--- config.mk ---
export PLATFORM = sky130hd
export DESIGN_NAME = open_handle_table
export DESIGN_NICKNAME = d
export VERILOG_FILES = /design/src/oht_pkg.sv /design/src/oht_handle_ram.sv /design/src/open_handle_table.sv
export VERILOG_INCLUDE_DIRS = /design/src /design/src/src
export SDC_FILE = /design/constraint.sdc
export NUM_CORES = 1
export LEC_CHECK = 0
export BUFFER_PORTS_ARGS = -buffer_cell sky130_fd_sc_hd__buf_2
export CORE_AREA = 2 2 247 249
export DETAILED_ROUTE_END_ITERATION = 10
export DIE_AREA = 0 0 249 251
export MAX_ROUTING_LAYER = met4
export PLACE_DENSITY_LB_ADDON = 0.3
export SYNTH_ARGS = -nofsm -noshare
export SYNTH_HDL_FRONTEND = slang
export SYNTH_SLANG_ARGS = --single-unit
export TNS_END_PERCENT = 100
--- constraint.sdc ---
create_clock -name clock -period 8.1 [get_ports clock]
set_input_delay 1.62 -clock clock [delete_from_list [all_inputs] [get_ports clock]]
set_output_delay 1.62 -clock clock [all_outputs]
set_load 0.01 [all_outputs]
--- src/assert_macros.svh ---
// Assertion macros shared by the open-handle table RTL.
// No dependencies; included by modules that carry assertions.
`ifndef ASSERT_MACROS_SVH
`define ASSERT_MACROS_SVH

// Checked on every clock edge except while reset is high.
`define OHT_ASSERT(label, prop, msg) \
   label: assert property (@(posedge clock) disable iff (reset) prop) else $error(msg);

// Checked on every clock edge, reset included.
`define OHT_ASSERT_ALWAYS(label, prop, msg) \
   label: assert property (@(posedge clock) prop) else $error(msg);

`endif

--- src/oht_pkg.sv ---
// Types and constants for the open-handle table.
// No dependencies; used by open_handle_table and oht_handle_ram.
package oht_pkg;

   localparam int HANDLE_W = 32;
   localparam int SLOT_OUT_W = 4;

   localparam logic [1:0] CMD_OPEN   = 2'd0;
   localparam logic [1:0] CMD_CLOSE  = 2'd1;
   localparam logic [1:0] CMD_LOOKUP = 2'd2;

   localparam logic [HANDLE_W-1:0] HANDLE_FIRST = 32'd1;

   typedef struct packed {
      logic [1:0]          cmd;
      logic [HANDLE_W-1:0] req_handle;
   } req_beat_type;

   typedef struct packed {
      logic                  ok;
      logic [HANDLE_W-1:0]   out_handle;
      logic [SLOT_OUT_W-1:0] slot_index;
   } rsp_beat_type;

   typedef enum logic {
      ST_IDLE,
      ST_SCAN
   } state_type;

endpackage

--- src/oht_handle_ram.sv ---
// Handle store: one write port, one read port, registered read data.
// Depends on oht_pkg for the handle width.
module oht_handle_ram #(
   parameter int DEPTH  = 16,
   parameter int ADDR_W = 4
) (
   input  logic                          clock,
   input  logic                          wr_en,
   input  logic [ADDR_W-1:0]             wr_addr,
   input  logic [oht_pkg::HANDLE_W-1:0]  wr_data,
   input  logic                          rd_en,
   input  logic [ADDR_W-1:0]             rd_addr,
   output logic [oht_pkg::HANDLE_W-1:0]  rd_data
);

   logic [oht_pkg::HANDLE_W-1:0] mem [DEPTH];
   logic [oht_pkg::HANDLE_W-1:0] rd_data_ff;

   always_ff @(posedge clock) begin
      if (wr_en) begin
         mem[wr_addr] <= wr_data;
      end
      if (rd_en) begin
         rd_data_ff <= mem[rd_addr];
      end
   end

   assign rd_data = rd_data_ff;

endmodule

--- src/open_handle_table.sv ---
// Open-handle table top level: command sequencer, valid bits, handle counter.
// Depends on oht_pkg, oht_handle_ram and assert_macros.svh.
//
// Usage
//   Request channel: drive req_beat and raise start while busy is low; the
//   beat is taken at that clock edge. cmd OPEN claims the lowest free slot
//   and hands it the running handle counter (starts at 1, skips 0 on wrap).
//   CLOSE frees the lowest valid slot holding req_handle; LOOKUP reports it.
//   Any other cmd code fails with no state change.
//   Response channel: every request yields one response beat, held on
//   rsp_beat for exactly one cycle with rsp_strobe high. The receiver has
//   no way to stall it and must take it in that cycle.
//   The slots are walked one per cycle, lowest first. OPEN strobes its
//   response once the walk reaches a free slot; CLOSE/LOOKUP compare a
//   slot once the handle memory's registered read of it returns, so each
//   compare trails its read. A miss or full table takes the whole walk.
//   Throughput is one request per walk; busy drops in the cycle the
//   response is strobed, so the next request may be taken at the edge
//   that ends that cycle.
//   Reset: synchronous, active high. All slots become free and the counter
//   returns to 1. The handle memory keeps its contents; a slot's handle is
//   only compared while its valid bit is set.
module open_handle_table #(
   parameter int SLOTS = 16
) (
   input  logic                  clock,
   input  logic                  reset,
   input  logic                  start,
   output logic                  busy,
   input  oht_pkg::req_beat_type req_beat,
   output logic                  rsp_strobe,
   output oht_pkg::rsp_beat_type rsp_beat
);

`include "assert_macros.svh"

   localparam int IDX_W = (SLOTS > 1) ? $clog2(SLOTS) : 1;
   localparam int CNT_W = $clog2(SLOTS + 1);
   localparam int HW    = oht_pkg::HANDLE_W;

   localparam logic [IDX_W-1:0] LAST_IDX  = IDX_W'(SLOTS - 1);
   localparam logic [CNT_W-1:0] LAST_CNT  = CNT_W'(SLOTS - 1);
   localparam logic [CNT_W-1:0] SLOTS_CNT = CNT_W'(SLOTS);

   // sequencer state
   oht_pkg::state_type state_ff, state_in;
   logic [1:0]         cmd_ff, cmd_in;
   logic [HW-1:0]      key_ff, key_in;      // handle being searched for
   logic [CNT_W-1:0]   scan_ff, scan_in;    // next slot to visit / read
   logic               chk_vld_ff, chk_vld_in;  // read data in flight
   logic [IDX_W-1:0]   chk_idx_ff, chk_idx_in;  // slot of that read data

   // table state
   logic [SLOTS-1:0]   valid_ff, valid_in;
   logic [HW-1:0]      counter_ff, counter_in;

   // response registers
   logic               strobe_ff, strobe_in;
   oht_pkg::rsp_beat_type rsp_ff, rsp_in;

   // memory port signals
   logic               wr_en;
   logic [IDX_W-1:0]   wr_addr;
   logic [HW-1:0]      wr_data;
   logic               rd_en;
   logic [IDX_W-1:0]   rd_addr;
   logic [HW-1:0]      rd_data;

   logic               done;
   logic               accept;
   logic [IDX_W-1:0]   scan_idx;
   logic               is_open;
   logic               is_find;
   logic               hit;

   assign accept   = start && (state_ff == oht_pkg::ST_IDLE);
   assign scan_idx = scan_ff[IDX_W-1:0];
   assign is_open  = (cmd_ff == oht_pkg::CMD_OPEN);
   assign is_find  = (cmd_ff == oht_pkg::CMD_CLOSE) || (cmd_ff == oht_pkg::CMD_LOOKUP);
   assign hit      = chk_vld_ff && valid_ff[chk_idx_ff] && (rd_data == key_ff);

   oht_handle_ram #(
      .DEPTH  (SLOTS),
      .ADDR_W (IDX_W)
   ) u_ram (
      .clock   (clock),
      .wr_en   (wr_en),
      .wr_addr (wr_addr),
      .wr_data (wr_data),
      .rd_en   (rd_en),
      .rd_addr (rd_addr),
      .rd_data (rd_data)
   );

   // next state
   always_comb begin
      state_in = state_ff;
      case (state_ff)
         oht_pkg::ST_IDLE: begin
            if (start) begin
               state_in = oht_pkg::ST_SCAN;
            end
         end
         oht_pkg::ST_SCAN: begin
            if (done) begin
               state_in = oht_pkg::ST_IDLE;
            end
         end
         default: begin
            state_in = oht_pkg::ST_IDLE;
         end
      endcase
   end

   // datapath and outputs
   always_comb begin
      cmd_in     = cmd_ff;
      key_in     = key_ff;
      scan_in    = scan_ff;
      chk_vld_in = 1'b0;
      chk_idx_in = chk_idx_ff;
      valid_in   = valid_ff;
      counter_in = counter_ff;
      strobe_in  = 1'b0;
      rsp_in     = rsp_ff;
      wr_en      = 1'b0;
      wr_addr    = scan_idx;
      wr_data    = counter_ff;
      rd_en      = 1'b0;
      rd_addr    = scan_idx;
      done       = 1'b0;

      case (state_ff)
         oht_pkg::ST_IDLE: begin
            if (accept) begin
               cmd_in  = req_beat.cmd;
               key_in  = req_beat.req_handle;
               scan_in = '0;
            end
         end
         oht_pkg::ST_SCAN: begin
            // ok only rises on a found slot; never carried over from the last beat
            rsp_in.ok = 1'b0;
            if (is_open) begin
               // one valid bit per cycle, lowest slot first
               if (!valid_ff[scan_idx]) begin
                  done                = 1'b1;
                  wr_en               = 1'b1;
                  valid_in[scan_idx]  = 1'b1;
                  rsp_in.ok           = 1'b1;
                  rsp_in.out_handle   = counter_ff;
                  rsp_in.slot_index   = oht_pkg::SLOT_OUT_W'(scan_idx);
                  counter_in = (counter_ff == '1) ? oht_pkg::HANDLE_FIRST
                                                  : counter_ff + HW'(1);
               end else if (scan_ff == LAST_CNT) begin
                  done = 1'b1;
               end else begin
                  scan_in = scan_ff + CNT_W'(1);
               end
            end else if (is_find) begin
               // read slot n while comparing slot n-1
               if (scan_ff < SLOTS_CNT) begin
                  rd_en      = 1'b1;
                  chk_vld_in = 1'b1;
                  chk_idx_in = scan_idx;
                  scan_in    = scan_ff + CNT_W'(1);
               end
               if (hit) begin
                  done              = 1'b1;
                  rsp_in.ok         = 1'b1;
                  rsp_in.out_handle = rd_data;
                  rsp_in.slot_index = oht_pkg::SLOT_OUT_W'(chk_idx_ff);
                  if (cmd_ff == oht_pkg::CMD_CLOSE) begin
                     valid_in[chk_idx_ff] = 1'b0;
                  end
               end else if (chk_vld_ff && (chk_idx_ff == LAST_IDX)) begin
                  done = 1'b1;
               end
            end else begin
               done = 1'b1;
            end

            if (done) begin
               strobe_in  = 1'b1;
               chk_vld_in = 1'b0;
               if (!rsp_in.ok) begin
                  rsp_in.out_handle = '0;
                  rsp_in.slot_index = '0;
               end
            end
         end
         default: begin
         end
      endcase
   end

   always_ff @(posedge clock) begin
      if (reset) begin
         state_ff   <= oht_pkg::ST_IDLE;
         chk_vld_ff <= 1'b0;
         valid_ff   <= '0;
         counter_ff <= oht_pkg::HANDLE_FIRST;
         strobe_ff  <= 1'b0;
      end else begin
         state_ff   <= state_in;
         chk_vld_ff <= chk_vld_in;
         valid_ff   <= valid_in;
         counter_ff <= counter_in;
         strobe_ff  <= strobe_in;
      end
   end

   always_ff @(posedge clock) begin
      cmd_ff     <= cmd_in;
      key_ff     <= key_in;
      scan_ff    <= scan_in;
      chk_idx_ff <= chk_idx_in;
      rsp_ff     <= rsp_in;
   end

   assign busy       = (state_ff != oht_pkg::ST_IDLE);
   assign rsp_strobe = strobe_ff;
   assign rsp_beat   = rsp_ff;

   `OHT_ASSERT(a_accept_busy, start && !busy |=> busy, "accepted request did not raise busy")
   `OHT_ASSERT(a_strobe_after_scan, rsp_strobe |-> $past(busy), "response without a request in flight")
   `OHT_ASSERT(a_fail_zero, rsp_strobe && !rsp_beat.ok |-> (rsp_beat.out_handle == '0) && (rsp_beat.slot_index == '0), "failed response carries nonzero fields")
   `OHT_ASSERT(a_counter_nonzero, counter_ff != '0, "handle counter reached zero")

endmodule
After elaboration in Yosys (flattened, before gate mapping)
Memory sizes are Yosys's and may differ from the RTL's. A register that Yosys moved wholly into a read port is not among the register bits.
Index checks and enable logic that the tools add are counted.
{ "totals": {"regBits": 131, "ram_bits": 512, "in_bits": 37, "output_inout_bits": 39, "word_cells": 105, "n_memories": 1} }
{ "memory_table": {"columns": ["memory", "depth", "word_bits", "rd", "rd_ports_with_merged_regs", "write_ports", "line", "rtl"], "rows": [
  ["u_ram.mem", 16, 32, 1, 1, 1, "oht_handle_ram.sv:16", "logic [oht_pkg::HANDLE_W-1:0] mem [DEPTH];"]
]} }
{ "op_classes": {"n_addsub": 2, "magnitude_cmp": 5, "n_eq_ne": 12, "n_mux": 49, "n_bitwise": 6, "reduce_logical": 18} }
{ "op_table": {"columns": ["op", "count"], "rows": [
  ["$mux W37", 5],
  ["$mux W16", 5],
  ["$mux W36", 2],
  ["$add A32 B1 Y32 const B", 1],
  ["$eq A32 B32 Y1", 1],
  ["$eq A32 B32 Y1 const B", 1],
  ["$mux W32", 1],
  ["$mux W5", 6],
  ["$mux W1", 24],
  ["$and A16 B16 Y16", 1],
  ["$not A16 Y16", 1],
  ["$or A16 B16 Y16", 1],
  ["$lt A4 B5 Y1 const B", 2],
  ["$pmux W5 S2", 1],
  ["$reduce_and A5 Y1", 2],
  ["$bmux W1 S4", 2],
  ["$demux W1 S4", 2],
  ["$ge A4 B1 Y1 const B", 2],
  ["$logic_and A1 B1 Y1", 6],
  ["$ne A3 B1 Y1 const B", 2],
  ["$reduce_bool A2 Y1", 3],
  ["$add A5 B1 Y5 const B", 1],
  ["$eq A5 B4 Y1 const B", 1],
  ["$lt A5 B5 Y1 const B", 1],
  ["other kinds (15)", 18]
]} }

Logic depth before layout (Yosys ltp)
{ "logic_depth": {"ltp_word": 11, "depth_mapped": 11, "mapped_depth_nobuf": 8} }

Cells and area by module
A second synthesis with hierarchy kept.
{ "unflattened": {"cells_unflattened": 1398, "hier_area_um2": 26515.4} }
{ "by_module_without_submodules": {"columns": ["module", "instances", "cells_per_inst", "area_each_um2", "seq_area_each_um2"], "rows": [
  ["oht_handle_ram", 1, 838, 20155.6, 16335.7],
  ["open_handle_table", 1, 560, 6359.8, 3423.3]
]} }

Least setup slack after synthesis
OpenSTA, ideal clock, no wires.
{ "synth_path": {"path_type": "register to register", "start": "register state_ff, in the netlist busy", "end": "register u_ram.rd_data_ff (netlist bit u_ram.rd_data[0]), read port of u_ram.mem, enable pin", "setup_ps": 468, "arrival_time_ps": 4168, "t_required_ps": 7632, "slack_ps": 3464, "path_stages_with_launch": 4, "path_buffers": 2, "period_less_slack_ps": 4636, "cell_sequence": "dfxtp_1 -> clkbuf_1 -> clkbuf_1 -> nor3b_1"} }
{ "synth_via": {"elab_chain_cells": 1} }
{ "synth_rtl": {"columns": ["item", "line", "rtl"], "rows": [
  ["from (decl)", "open_handle_table.sv:46", "oht_pkg::state_type state_ff, state_in;"],
  ["from (signal assigned)", "open_handle_table.sv:199", "state_ff <= oht_pkg::ST_IDLE;"],
  ["from (signal assigned)", "open_handle_table.sv:205", "state_ff <= state_in;"],
  ["$mux W1", "open_handle_table.sv:133", "case (state_ff)"],
  ["via rd_en", "open_handle_table.sv:65", "logic rd_en;"],
  ["to (decl)", "oht_handle_ram.sv:17", "logic [oht_pkg::HANDLE_W-1:0] rd_data_ff;"]
]} }
The timed path passes the listed nets, and every way through them passes these cells.
A chain may end at the register's enable or synchronous reset.

Final worst setup path
{ "layout_path": {"start": "register scan_ff[1]", "end": "memory u_ram.mem[5][21] in the netlist's numbering, enable pin"} }
{ "layout_via": {"elab_chain_cells": 7} }
{ "layout_rtl": {"columns": ["item", "line", "rtl"], "rows": [
  ["from (decl)", "open_handle_table.sv:49", "logic [CNT_W-1:0] scan_ff, scan_in;"],
  ["from (signal assigned)", "open_handle_table.sv:216", "scan_ff <= scan_in;"],
  ["$bmux W1 S4", "open_handle_table.sv:146", "if (!valid_ff[scan_idx]) begin"],
  ["$mux W1 (not written as such)", "open_handle_table.sv:146", null],
  ["$mux W1", "open_handle_table.sv:146", null],
  ["$mux W1", "open_handle_table.sv:144", "if (is_open) begin"],
  ["$mux W1", "open_handle_table.sv:133", null],
  ["$mux W1", "oht_handle_ram.sv:20", "if (wr_en) begin"],
  ["$mux W1 (not written as such)", "oht_handle_ram.sv:21", "mem[wr_addr] <= wr_data;"],
  ["to (decl)", "oht_handle_ram.sv:16", null]
]} }
Parallel ways exist; a longest one is shown, timed or not. The select of a mux whose other input is x is not followed.

==> out/metrics.yaml <==
synthesis:
  yosysWarningCount: 0
  ys_seq_area_frac: 0.7418
  ys_async_sr_fraction: 0
  synthAdderAreaFrac: 0.004228
  netlist_instances: 1340
  yosys_most_used_dff: "edfxtp_1"
  ys_types: 50
  synthMuxAreaShare: 0.1441
  synth_top_area_cell: "edfxtp_1"
  synth_xor_xnor_area_share: 0.02104
  syn_area_per_cell_um2: 19.88
  synthTopCellsByArea: "edfxtp_1, mux4_2, dfxtp_1"
  ys_ff_latch: 675
  synth.most_common_cell: "edfxtp_1"
  synth_compound_area_frac: 0.02490
  yosysTopAreaCellShare: 0.7035
  synth-edff-count: 624
  synth-simple-area-share: 0.05026
  synth_area_um2: 26640
  syn_nets: 1386
  synthTopCellsByCount: "edfxtp_1, mux4_2, nor2_1, xnor2_1, dfxtp_1"
  synth_top_family_by_area: "multiplexers"
critical_path:
  end_kind: "flip-flop"
  critPathArrivalTime_ns: 4.86
  start_kind: "flip-flop"
  worstPathRequired_ns: 8.30
  critPathMaxFanout: 134
  path_class: "flip-flop to flip-flop"
routing:
  dr.first_iter.drc_count: 1603
  routed_wl_um: 64200
  ant_nets: 0
  top_layer: "met4"
  first_pass_iters: 5
  routed-wl-met3_um: 5373
  wl_met1_um: 27100
  drc: 0
  via_per_inst: 5.976
  vias: 13650
  wl_met2_um: 29900
  drt-wirelength-per-cell_um: 28.11
sta:
  fin_ws_ns: 3.437
  post-route-period-util: 0.5757
  clock_skew_ns: 0.03500
  setup_viol: 0
  min_period_ns: 4.663
  relSlewSlack: 0.1739
  final_max_slew_viol_count: 0
  rsz0062_at_grt: "no"
  fmax_mhz: 214.4
  worst_pin_slew_ns: 1.236
  finalHoldViolations: 0
  fin_setup_tns_ns: 0
clocking:
  cts_resized: 0
  cts_made_buffers: 70
  cts_tree: "yes"
  post-cts-setup-buffer-count: 0
  cts_sinks: 675
  htreeDepth: 3
  clk_root_buffer_cell: "clkbuf_16"
  cts.reportedPaths.clkPinSlew_ns: 0.06
  worst_skew_pair.late_latency_ns: 0.62
  cts_buffer_depth: 3
  cts_hold_buffers: 0
power_and_ir_drop:
  combinationalPowerShare: 0.073
  p_leak_nw: 9.599
  ir_drop_mv: 0.1583
  powerDensity_nw_per_um2: 249.2
  p_int_mw: 5.881
  switching_share: 0.2201
  pwr-share-seq: 0.514
  clkPwrFrac: 0.413
  net-switching-power_mw: 1.659
placed_design:
  io_buffer_count: 75
  place.gp.congestion: 0.8506
  dp_slack_ns: 3.332
  dpl.hpwl_um: 37960
flow_run:
  max_cap_violations: 0
final_layout:
  drive_above_1_share: 0.2683
  layout.nets: 1493
  diodes: 0
  area.growth.synth_to_final_pct: 13.60
floorplan:
  die_w_um: 249
  row_count: 90
  die_h_um: 251
  start_util: 0.4455
  core-area_um2: 59790
  dieArea_um2: 62500
  ioPinCount: 76
grt:
  grt_overflow_total: 0
  grt_max_degree: 135
  grt_use_total: 0.2150
  antenna_found_initial: 2
  grt_pass1_vias: 13670
  grt_pass1_wl_um: 94430
hold_path:
  holdCritPathClass: "flip-flop to flip-flop"
run_status:
  status: "finished clean"
-- worst max-delay path, cell delays in order (launching register included) --
cell and delay [ns]:
edfxtp_1 0.46, buf_12 0.60, inv_1 0.26, mux2_2 0.39, o21bai_4 0.14, buf_4 0.48
and2_1 0.56, nand2_1 0.31, nor2_4 1.01
-- routing by layer --
| metal | GRT usage | vias up |
|---|---|---|
| met1 | 0.2940 | 7232 |
| met2 | 0.3218 | 590 |
| li1 | - | 5725 |
| met3 | 0.04794 | 102 |
| met5 | - | - |
| met4 | 0.07307 | 0 |
-- cells in the final DEF, fill, tap and decap left out, drive strengths merged, types with 2 or more instances in the layout --
cell,instances
nand2,39
nor3,20
clkinv,27
a221o,36
nor2,66
mux2i,2
a31o,2
xor2,3
nor3b,2
dfxtp,51
o32a,3
nand4,26
o21ai,13
nand2b,3
o22ai,3
nor4,22
nand3,19
clkinvlp,2
clkbuf,91
nor2b,8
and4,2
o21bai,2
xnor2,61
ha,9
mux4,169
nor4b,2
bufinv,5
and2,34
inv,19
o22a,2
and3,8
a41oi,2
edfxtp,624
a22o,2
buf,105
a31oi,4
a311oi,2
-- registers in the layout, summed over array words and instances, names as in the netlist --
signal         count
cmd_ff             2
valid_ff          16
key_ff            32
scan_ff            5
u_ram.mem        512
rsp_strobe         1
chk_vld_ff         1
counter_ff        32
chk_idx_ff         4
busy               1
u_ram.rd_data     32
rsp_beat          37
-- logic make-up after synthesis --
kind of cell / Yosys count
mux: 172
xor+xnor: 64
compound gates: 78
buf+inv: 87
simple gates: 255
fa+ha+maj: 9
flops: 675
-- power groups by stage --
stage                     Clock [mW]  Sequential [mW]  Combinational, mW
after CTS                       3.16             3.88              0.560
after global routing            3.30             3.88              0.586
after global placement             0             3.95              0.554
final                           3.12             3.87              0.549
after detailed placement           0             3.95              0.557
after floorplan                    0             3.94              0.365
-- per-stage QoR --
stage / util / power [mW] / hold slack, ns / instances / cell area, um2
floorplan: - / 4.308 / 0.4577 / 1340 / 26640
global placement: 0.4691 / 4.501 / 0.4940 / 2157 / 28050
detailed placement: 0.4691 / 4.505 / 0.4936 / 2157 / 28050
CTS: 0.5061 / 7.595 / 0.5121 / 2284 / 30260
global route: 0.5061 / 7.767 / 0.5357 / 2284 / 30260
finish: 0.5061 / 7.540 / 0.5077 / 2284 / 30260
-- path summary, 6_finish.rpt --
path / from / to / slack, ns / cells past startpoint
min reg2reg: valid_ff[8]$_SDFFE_PP0P_ / valid_ff[8]$_SDFFE_PP0P_ / 0.51 / 2
max reg2reg: scan_ff[1]$_SDFFCE_PN0P_ / u_ram.mem[5][21]$_DFFE_PP_ / 3.44 / 8
min: valid_ff[8]$_SDFFE_PP0P_ / valid_ff[8]$_SDFFE_PP0P_ / 0.51 / 2
max: scan_ff[1]$_SDFFCE_PN0P_ / u_ram.mem[5][21]$_DFFE_PP_ / 3.44 / 8
-- final cells by class --
class,count,area [um2]
clock inverters,36,326.6
inverters,17,63.81
clock buffers,91,1882
repair buffers,105,625.6
well taps,782,978.4
multi-input cells,578,6624
fillers,4738,29530
flip-flops and latches,675,19760
Power figures use the tool's default switching activity.
